$ cat src/design/ifmc_pkg.sv
// Shared types and constants of the idle fade mode controller.
package ifmc_pkg;

   // Internal mode register, one-hot.
   typedef enum logic [4:0] {
      ST_IDLE       = 5'b00001,
      ST_WAKE_IDLE  = 5'b00010,
      ST_WAKE_ENTER = 5'b00100,
      ST_AWAKE      = 5'b01000,
      ST_ENTER      = 5'b10000
   } mode_state_type;

   // Mode codes as seen on the result port.
   localparam logic [2:0] MODE_CODE_IDLE       = 3'd0;
   localparam logic [2:0] MODE_CODE_WAKE_IDLE  = 3'd1;
   localparam logic [2:0] MODE_CODE_WAKE_ENTER = 3'd2;
   localparam logic [2:0] MODE_CODE_AWAKE      = 3'd3;
   localparam logic [2:0] MODE_CODE_ENTER      = 3'd4;

   localparam logic [1:0] RATE_NONE       = 2'd0;
   localparam logic [1:0] RATE_UNDERLYING = 2'd1;
   localparam logic [1:0] RATE_FAST       = 2'd2;

   localparam logic [1:0] PHASE_SLASH = 2'd0;
   localparam logic [1:0] PHASE_BLACK = 2'd1;
   localparam logic [1:0] PHASE_OPEN  = 2'd2;

   localparam logic OP_TICK = 1'b0;
   localparam logic OP_KEY  = 1'b1;

   localparam logic [2:0] CSR_IDLE_TIMEOUT = 3'd0;
   localparam logic [2:0] CSR_ENTER_IDLE   = 3'd1;
   localparam logic [2:0] CSR_SLASH        = 3'd2;
   localparam logic [2:0] CSR_SHOW_LINE    = 3'd3;
   localparam logic [2:0] CSR_MOVE_LINE    = 3'd4;
   localparam logic [2:0] CSR_STEP_LIMIT   = 3'd5;

   localparam logic [23:0] RST_IDLE_TIMEOUT = 24'd60000;
   localparam logic [15:0] RST_ENTER_IDLE   = 16'd250;
   localparam logic [15:0] RST_SLASH        = 16'd700;
   localparam logic [15:0] RST_SHOW_LINE    = 16'd200;
   localparam logic [15:0] RST_MOVE_LINE    = 16'd450;
   localparam logic [15:0] RST_STEP_LIMIT   = 16'd50;

   localparam logic [15:0] T16_MAX = 16'hFFFF;
   localparam logic [23:0] T24_MAX = 24'hFFFFFF;

   typedef struct packed {
      logic [23:0] idle_timeout_ms;
      logic [15:0] enter_idle_ms;
      logic [15:0] slash_ms;
      logic [15:0] show_line_ms;
      logic [15:0] move_line_ms;
      logic [15:0] wake_step_limit_ms;
   } cfg_type;

   typedef struct packed {
      mode_state_type mode;
      logic [15:0]    mode_timer;
      logic [23:0]    idle_counter;
   } ctx_type;

   typedef struct packed {
      logic [2:0]  mode;
      logic        fully_opaque;
      logic        fully_transparent;
      logic [1:0]  rate_mode;
      logic [1:0]  wake_phase;
      logic [15:0] phase_time_ms;
   } result_type;

endpackage

$ cat src/design/ifmc_csr.sv
// Configuration register file of the idle fade mode controller.
module ifmc_csr (
   input  logic                clock,
   input  logic                reset,
   input  logic                wr_en,
   input  logic [2:0]          wr_index,
   input  logic [23:0]         wr_data,
   output ifmc_pkg::cfg_type   cfg
);
   import ifmc_pkg::*;

   cfg_type cfg_ff;
   cfg_type cfg_in;

   always_comb begin
      cfg_in = cfg_ff;
      if (wr_en) begin
         unique case (wr_index)
            CSR_IDLE_TIMEOUT: cfg_in.idle_timeout_ms    = wr_data;
            CSR_ENTER_IDLE:   cfg_in.enter_idle_ms      = wr_data[15:0];
            CSR_SLASH:        cfg_in.slash_ms           = wr_data[15:0];
            CSR_SHOW_LINE:    cfg_in.show_line_ms       = wr_data[15:0];
            CSR_MOVE_LINE:    cfg_in.move_line_ms       = wr_data[15:0];
            CSR_STEP_LIMIT:   cfg_in.wake_step_limit_ms = wr_data[15:0];
            default:          cfg_in = cfg_ff;
         endcase
      end
   end

   always_ff @(posedge clock) begin
      if (reset) begin
         cfg_ff.idle_timeout_ms    <= RST_IDLE_TIMEOUT;
         cfg_ff.enter_idle_ms      <= RST_ENTER_IDLE;
         cfg_ff.slash_ms           <= RST_SLASH;
         cfg_ff.show_line_ms       <= RST_SHOW_LINE;
         cfg_ff.move_line_ms       <= RST_MOVE_LINE;
         cfg_ff.wake_step_limit_ms <= RST_STEP_LIMIT;
      end else begin
         cfg_ff <= cfg_in;
      end
   end

   assign cfg = cfg_ff;

endmodule

$ cat src/design/ifmc_step.sv
// Next mode, timers and result for one tick or key press.
module ifmc_step (
   input  ifmc_pkg::cfg_type    cfg,
   input  ifmc_pkg::ctx_type    ctx,
   input  logic                 operation,
   input  logic [15:0]          elapsed_ms,
   output ifmc_pkg::ctx_type    ctx_next,
   output ifmc_pkg::result_type result
);
   import ifmc_pkg::*;

   logic [15:0] step_ms;
   logic [15:0] up_addend;
   logic [16:0] up_sum;
   logic [15:0] up_sat;
   logic [17:0] wake_sum;
   logic [15:0] wake_end;
   logic [15:0] down_val;
   logic [24:0] idle_sum;
   logic [23:0] idle_sat;
   logic [16:0] black_end;
   logic        crossed;

   // One saturating adder serves both up-counting modes.
   assign step_ms   = (elapsed_ms < cfg.wake_step_limit_ms) ? elapsed_ms
                                                            : cfg.wake_step_limit_ms;
   assign up_addend = (ctx.mode == ST_WAKE_IDLE) ? step_ms : elapsed_ms;
   assign up_sum    = {1'b0, ctx.mode_timer} + {1'b0, up_addend};
   assign up_sat    = up_sum[16] ? T16_MAX : up_sum[15:0];

   assign wake_sum  = {2'b00, cfg.slash_ms} + {2'b00, cfg.show_line_ms}
                    + {2'b00, cfg.move_line_ms};
   assign wake_end  = (wake_sum[17:16] != 2'b00) ? T16_MAX : wake_sum[15:0];

   assign down_val  = (ctx.mode_timer > elapsed_ms) ? (ctx.mode_timer - elapsed_ms)
                                                    : 16'd0;

   assign idle_sum  = {1'b0, ctx.idle_counter} + {9'd0, elapsed_ms};
   assign idle_sat  = idle_sum[24] ? T24_MAX : idle_sum[23:0];
   assign crossed   = (idle_sat >= cfg.idle_timeout_ms)
                   && (ctx.idle_counter < cfg.idle_timeout_ms);

   always_comb begin
      ctx_next = ctx;
      if (operation == OP_KEY) begin
         ctx_next.idle_counter = 24'd0;
         if (ctx.mode == ST_IDLE) begin
            ctx_next.mode       = ST_WAKE_IDLE;
            ctx_next.mode_timer = 16'd0;
         end else if (ctx.mode == ST_ENTER) begin
            // The wipe runs backward from where it stands.
            ctx_next.mode = ST_WAKE_ENTER;
         end
      end else begin
         unique case (ctx.mode)
            ST_WAKE_IDLE: begin
               if (up_sat >= wake_end) begin
                  ctx_next.mode       = ST_AWAKE;
                  ctx_next.mode_timer = 16'd0;
               end else begin
                  ctx_next.mode_timer = up_sat;
               end
            end
            ST_WAKE_ENTER: begin
               ctx_next.mode_timer = down_val;
               if (down_val == 16'd0) ctx_next.mode = ST_AWAKE;
            end
            ST_AWAKE: begin
               ctx_next.idle_counter = idle_sat;
               if (crossed) begin
                  ctx_next.mode       = ST_ENTER;
                  ctx_next.mode_timer = 16'd0;
               end
            end
            ST_ENTER: begin
               if (up_sat >= cfg.enter_idle_ms) begin
                  ctx_next.mode       = ST_IDLE;
                  ctx_next.mode_timer = 16'd0;
               end else begin
                  ctx_next.mode_timer = up_sat;
               end
            end
            default: ctx_next = ctx;
         endcase
      end
   end

   assign black_end = {1'b0, cfg.slash_ms} + {1'b0, cfg.show_line_ms};

   always_comb begin
      result               = '0;
      result.phase_time_ms = ctx_next.mode_timer;
      unique case (ctx_next.mode)
         ST_WAKE_IDLE: begin
            result.mode      = MODE_CODE_WAKE_IDLE;
            result.rate_mode = RATE_FAST;
            if (ctx_next.mode_timer < cfg.slash_ms) begin
               result.wake_phase = PHASE_SLASH;
            end else if ({1'b0, ctx_next.mode_timer} < black_end) begin
               result.wake_phase = PHASE_BLACK;
            end else begin
               result.wake_phase = PHASE_OPEN;
            end
         end
         ST_WAKE_ENTER: begin
            result.mode      = MODE_CODE_WAKE_ENTER;
            result.rate_mode = RATE_FAST;
         end
         ST_AWAKE: begin
            result.mode              = MODE_CODE_AWAKE;
            result.fully_transparent = 1'b1;
            result.rate_mode         = RATE_UNDERLYING;
         end
         ST_ENTER: begin
            result.mode      = MODE_CODE_ENTER;
            result.rate_mode = RATE_FAST;
         end
         default: begin
            result.mode         = MODE_CODE_IDLE;
            result.fully_opaque = 1'b1;
            result.rate_mode    = RATE_NONE;
         end
      endcase
   end

endmodule

$ cat src/design/idle_fade_mode_controller.sv
// Top level of the idle fade mode controller: input register, state and result register.
// A taken word waits in the input register until the result register takes it for rsp_.
// Throughput: one word per cycle, limited only by rsp_ready; the step logic is combinational.
// Reset (synchronous, active high) empties both registers, loads the register defaults and
// puts the controller in waking from idle with both timers at zero.
// The configuration port is always ready and takes effect on the next word that is stepped.
module idle_fade_mode_controller (
   input  logic        clock,
   input  logic        reset,

   input  logic        req_valid,
   output logic        req_ready,
   input  logic        req_operation,
   input  logic [15:0] req_elapsed_ms,

   output logic        rsp_valid,
   input  logic        rsp_ready,
   output logic [2:0]  rsp_mode,
   output logic        rsp_fully_opaque,
   output logic        rsp_fully_transparent,
   output logic [1:0]  rsp_rate_mode,
   output logic [1:0]  rsp_wake_phase,
   output logic [15:0] rsp_phase_time_ms,

   input  logic        csr_valid,
   output logic        csr_ready,
   input  logic [2:0]  csr_index,
   input  logic [23:0] csr_wdata
);
   import ifmc_pkg::*;

   cfg_type    cfg;
   ctx_type    ctx_ff;
   ctx_type    ctx_in;
   ctx_type    ctx_next;
   result_type step_result;
   result_type result_ff;
   result_type result_in;

   logic        in_valid_ff;
   logic        in_valid_in;
   logic        in_op_ff;
   logic        in_op_in;
   logic [15:0] in_elapsed_ff;
   logic [15:0] in_elapsed_in;
   logic        out_valid_ff;
   logic        out_valid_in;
   logic        advance;
   logic        req_take;

   // The register file never stalls a write.
   assign csr_ready = 1'b1;

   ifmc_csr u_csr (
      .clock    (clock),
      .reset    (reset),
      .wr_en    (csr_valid),
      .wr_index (csr_index),
      .wr_data  (csr_wdata),
      .cfg      (cfg)
   );

   // The held word is stepped against the current state as it moves into the result
   // register, so the state always reflects every word already delivered or waiting.
   ifmc_step u_step (
      .cfg        (cfg),
      .ctx        (ctx_ff),
      .operation  (in_op_ff),
      .elapsed_ms (in_elapsed_ff),
      .ctx_next   (ctx_next),
      .result     (step_result)
   );

   // The input register moves on whenever the result register is empty or is being
   // drained this cycle; the input register in turn refills in the same cycle.
   assign advance   = in_valid_ff && (!out_valid_ff || rsp_ready);
   assign req_ready = !in_valid_ff || advance;
   assign req_take  = req_valid && req_ready;

   always_comb begin
      in_valid_in   = in_valid_ff;
      in_op_in      = in_op_ff;
      in_elapsed_in = in_elapsed_ff;
      if (advance) in_valid_in = 1'b0;
      if (req_take) begin
         in_valid_in   = 1'b1;
         in_op_in      = req_operation;
         in_elapsed_in = req_elapsed_ms;
      end
   end

   always_comb begin
      out_valid_in = out_valid_ff;
      result_in    = result_ff;
      ctx_in       = ctx_ff;
      if (out_valid_ff && rsp_ready) out_valid_in = 1'b0;
      if (advance) begin
         out_valid_in = 1'b1;
         result_in    = step_result;
         ctx_in       = ctx_next;
      end
   end

   always_ff @(posedge clock) begin
      if (reset) begin
         in_valid_ff         <= 1'b0;
         out_valid_ff        <= 1'b0;
         ctx_ff.mode         <= ST_WAKE_IDLE;
         ctx_ff.mode_timer   <= 16'd0;
         ctx_ff.idle_counter <= 24'd0;
      end else begin
         in_valid_ff  <= in_valid_in;
         out_valid_ff <= out_valid_in;
         ctx_ff       <= ctx_in;
      end
   end

   // Payload registers carry no reset.
   always_ff @(posedge clock) begin
      in_op_ff      <= in_op_in;
      in_elapsed_ff <= in_elapsed_in;
      result_ff     <= result_in;
   end

   assign rsp_valid             = out_valid_ff;
   assign rsp_mode              = result_ff.mode;
   assign rsp_fully_opaque      = result_ff.fully_opaque;
   assign rsp_fully_transparent = result_ff.fully_transparent;
   assign rsp_rate_mode         = result_ff.rate_mode;
   assign rsp_wake_phase        = result_ff.wake_phase;
   assign rsp_phase_time_ms     = result_ff.phase_time_ms;

endmodule
$ cat config.mk
export PLATFORM = sky130hd
export DESIGN_NAME = idle_fade_mode_controller
export DESIGN_NICKNAME = d
export VERILOG_FILES = /design/src/design/ifmc_pkg.sv /design/src/design/ifmc_csr.sv /design/src/design/ifmc_step.sv /design/src/design/idle_fade_mode_controller.sv
export SDC_FILE = /design/constraint.sdc
export NUM_CORES = 1
export LEC_CHECK = 0
export BUFFER_PORTS_ARGS = -buffer_cell sky130_fd_sc_hd__buf_2
export CAP_MARGIN = 20
export CORE_AREA = 5 5 229 231
export DETAILED_ROUTE_END_ITERATION = 8
export DIE_AREA = 0 0 234 236
export SYNTH_ARGS = -nofsm -noshare
export SYNTH_HDL_FRONTEND = slang
export SYNTH_SLANG_ARGS = --single-unit
$ cat constraint.sdc
create_clock -name clock -period 8.7 [get_ports clock]
set_input_delay 0.435 -clock clock [delete_from_list [all_inputs] [get_ports clock]]
set_output_delay 0.435 -clock clock [all_outputs]
set_load 0.01 [all_outputs]
==> impl_metrics.sql <==
INSERT INTO impl_metrics (metric_group, metric, value, unit) VALUES
('timing', 'minimum_clock_period_after_layout', '8.29', 'ns'),
('yosys', 'synth_top_flop_cell', 'dfxtp_1', ''),
('layout', 'finish.instance_area', '16800', 'µm²'),
('yosys', 'yosysWarningCount', '0', ''),
('grt', 'grt_first_pass_wirelength', '74800', 'µm'),
('layout', 'mostFrequentLayoutCell', 'nand2_1', ''),
('min_path', 'worst_hold_path_type', 'in -> reg', ''),
('grt', 'number_of_antenna_violations_at_the_first_check_in_global_routing', '5', ''),
('yosys', 'synth_seq_cells', '192', ''),
('grt', 'grt_overflow', '0', ''),
('layout', 'fill_cells', '5276', ''),
('route', 'via_count', '13700', ''),
('yosys', 'synth_enable_flop_cells', '41', ''),
('timing', 'slew_headroom', '30.7', '%'),
('setup_path', 'worstSetupEndpointType', 'register', ''),
('floorplan', 'core-area', '49900', 'µm²'),
('layout', 'syn_to_layout_area_delta', '13.6', '%'),
('setup_path', 'cpMaxStageDelayCell', 'edfxtp_1', ''),
('yosys', 'yosysTopAreaCell', 'dfxtp_1', ''),
('timing', 'setup_viol', '0', ''),
('yosys', 'largest_cells_by_area_after_synthesis', 'dfxtp_1 20%, ha_1 17%, edfxtp_1 8.3%', ''),
('placement', 'detailed_place_hpwl', '39300', 'µm'),
('yosys', 'synth_nets', '2095', ''),
('yosys', 'synthDominantCellAreaShare', '20.4', '%'),
('cts', 'cts_buffers', '17', ''),
('setup_path', 'critPathMostFrequentCell', 'a21o_1', ''),
('timing', 'maxClockFrequency', '121', 'MHz'),
('placement', 'placed_area', '16100', 'µm²'),
('yosys', 'synth.distinct_cells', '95', ''),
('cts', 'cts_tree', 'yes', ''),
('setup_path', 'path_max_fanout', '14', ''),
('route', 'post-route-drc-count', '0', ''),
('setup_path', 'timing.critical_path.from', 'in_elapsed_ff[1]$_DFFE_PP_', ''),
('setup_path', 'required', '9.06', 'ns'),
('cts', 'root_buffer', 'clkbuf_16', ''),
('power', 'fin_total_pwr', '2.84', 'mW'),
('layout', 'antenna_cells', '0', ''),
('yosys', 'post_synth.cell_area_avg', '8.05', 'µm²'),
('layout', 'layout_common_cells', '283 x nand2_1, 204 x ha_1, 180 x a21oi_1', ''),
('cts', 'clk_transition_reported_paths', '0.08', 'ns'),
('floorplan', 'die_width', '234', 'µm'),
('timing', 'finalMaxSlewViolations', '0', ''),
('flow_run', 'cap_violations', '0', ''),
('yosys', 'synth.cell_area', '14800', 'µm²'),
('placement', 'port_buffers', '75', ''),
('cts', 'ctsLongestPathBuffers', '2', ''),
('floorplan', 'num_io_pins', '77', ''),
('yosys', 'post_synth_inst_count', '1837', ''),
('cts', 'clock-sinks', '192', ''),
('floorplan', 'initial_core_util', '29.7', '%'),
('floorplan', 'core.rowCount', '82', ''),
('layout', 'proportion_of_layout_cells_with_a_drive_suffix_above_1', '10.7', '%'),
('setup_path', 'kind_of_start_point_of_the_critical_path', 'register', ''),
('timing', 'final_hold_viol_count', '0', ''),
('power', 'ir_worst_vdd', '0.112', 'mV'),
('floorplan', 'design.die.area', '55200', 'µm²'),
('timing', 'worstMarginPinSlew', '1.01', 'ns'),
('route', 'avgRoutedWirePerCell', '18.8', 'µm'),
('route', 'ratio_of_routed_vias_to_standard_cells', '5.25', ''),
('status', 'status', 'completed', ''),
('power', 'leakage', '7.42', 'nW'),
('setup_path', 'worst_ep_arrival_time', '8.65', 'ns'),
('cts', 'ctsHoldBuffers', '0', ''),
('layout', 'num-nets-final', '2174', ''),
('yosys', 'synth-async-reset-ratio', '0', '%'),
('cts', 'worst_skew_pair.late_latency', '0.49', 'ns'),
('timing', 'clock_skew', '0.0179', 'ns'),
('setup_path', 'critPathKind', 'reg -> reg', ''),
('setup_path', 'timing.rr.start', 'in_elapsed_ff[1]$_DFFE_PP_', ''),
('setup_path', 'critical_path.max_stage_delay', '0.43', 'ns'),
('grt', 'grt.total_usage', '17.4', '%'),
('route', 'drt_first_pass_iters', '5', ''),
('grt', 'grt_pass1_vias', '13000', ''),
('placement', 'finalWeightedCongestion', '0.996', ''),
('route', 'postRouteWirelength', '48800', 'µm'),
('timing', 'timing.final.crit_share', '95.3', '%'),
('timing', 'fin_worst_hold_slack', '0.117', 'ns'),
('min_path', 'hold_path.startpoint', 'req_operation', ''),
('grt', 'grt_start_max_net_pins', '70', ''),
('cts', 'cts_htree_levels', '4', ''),
('route', 'initialDrtViolationCount', '1012', ''),
('power', 'powerDensity', '169', 'nW/µm²'),
('floorplan', 'die_height', '236', 'µm'),
('route', 'ant_nets', '0', ''),
('yosys', 'register_area_share_after_synthesis', '28.8', '%');
state kept, by name, summed over array words and instances, names as in the netlist:
signal             cells
ctx_ff                45
rsp_valid              1
rsp_phase_time_ms     16
rsp_fully_opaque       1
rsp_rate_mode          2
rsp_mode               3
u_csr.cfg            104
rsp_wake_phase         2
in_valid_ff            1
in_elapsed_ff         16
in_op_ff               1
cell usage after synthesis, types with 27 or more instances:
master	instances
inv_1	139
nand2_1	283
nor2_1	140
o21ai_0	80
edfxtp_1	41
nor3_1	33
a21o_1	50
dfxtp_1	151
o21a_1	27
nand3_1	40
clkbuf_1	54
xnor2_1	41
ha_1	204
a21oi_1	184
metrics by stage:
| stage | TNS [ns] | util [%] | worst slack [ns] | cells |
|---|---|---|---|---|
| floorplan | 0 | - | 0.710 | 1837 |
| global placement | 0 | 32.3 | 0.446 | 2563 |
| detailed placement | 0 | 32.3 | 0.191 | 2563 |
| CTS | 0 | 33.4 | 0.146 | 2595 |
| global route | -0.0266 | 33.7 | -0.0137 | 2601 |
| finish | 0 | 33.7 | 0.411 | 2601 |
cell families (layout without fill, tap and decap cells):
logic type / count (synthesis) / count (layout) / synth area share (%)
mux: 21 / 21 / 1.44
other cells: 1 / 1 / 0.0254
compound gates: 519 / 519 / 23.4
buf+inv: 209 / 301 / 5.48
flops: 192 / 192 / 28.8
simple gates: 619 / 619 / 19.0
xor+xnor: 67 / 67 / 3.97
fa+ha+maj: 209 / 209 / 17.9
power breakdown:
part | switching, mW | internal (mW) | leakage (nW) | total [mW]
clock network | 0.393 | 0.410 | 0.275 | 0.803
logic | 0.619 | 0.426 | 5.53 | 1.05
registers | 0.0391 | 0.957 | 1.62 | 0.996
layer usage:
layer / up-vias / GRT usage (%) / wire length, µm
met4: 8 / 7.21 / 2070
li1: 6719 / - / -
met3: 98 / 3.17 / 2660
met1: 6416 / 23.7 / 22500
met2: 420 / 27.2 / 21600
met5: - / 0 / 43
critical path, delay by kind of cell (launching register included):
family	cells	cell delay [ns]
compound gates	23	4.05
simple gates	10	1.44
fa+ha+maj	5	1.36
buf+inv	4	0.52
flops	1	0.43
mux	1	0.37
worst paths after layout:
check,end,depth (start not counted),slack [ns]
setup / recovery,rsp_wake_phase[0]$_SDFFCE_PP0P_,43,0.41
hold / removal,in_op_ff$_DFFE_PP_,1,0.12
setup reg to reg,rsp_wake_phase[0]$_SDFFCE_PP0P_,43,0.41
hold reg to reg,u_csr.cfg[96]$_SDFFE_PP0P_,2,0.46
cell type report:
cell class / instances / area (µm²) / area share, %
Clock buffer: 20 / 448 / 2.67
Clock inverter: 12 / 124 / 0.737
Inverter: 140 / 526 / 3.13
Multi-Input combinational cell: 1436 / 9810 / 58.4
Sequential cell: 192 / 4250 / 25.3
Tap cell: 672 / 841 / 5.01
Timing Repair Buffer: 129 / 798 / 4.75
what timing repair did:
item | CTS | global route
resized for setup | 0 | 21
setup endpoints to repair | 0 | 2
hold endpoints to repair | 0 | 0
setup buffers | 0 | 6
Note: power is estimated with default switching activity, not from simulation.
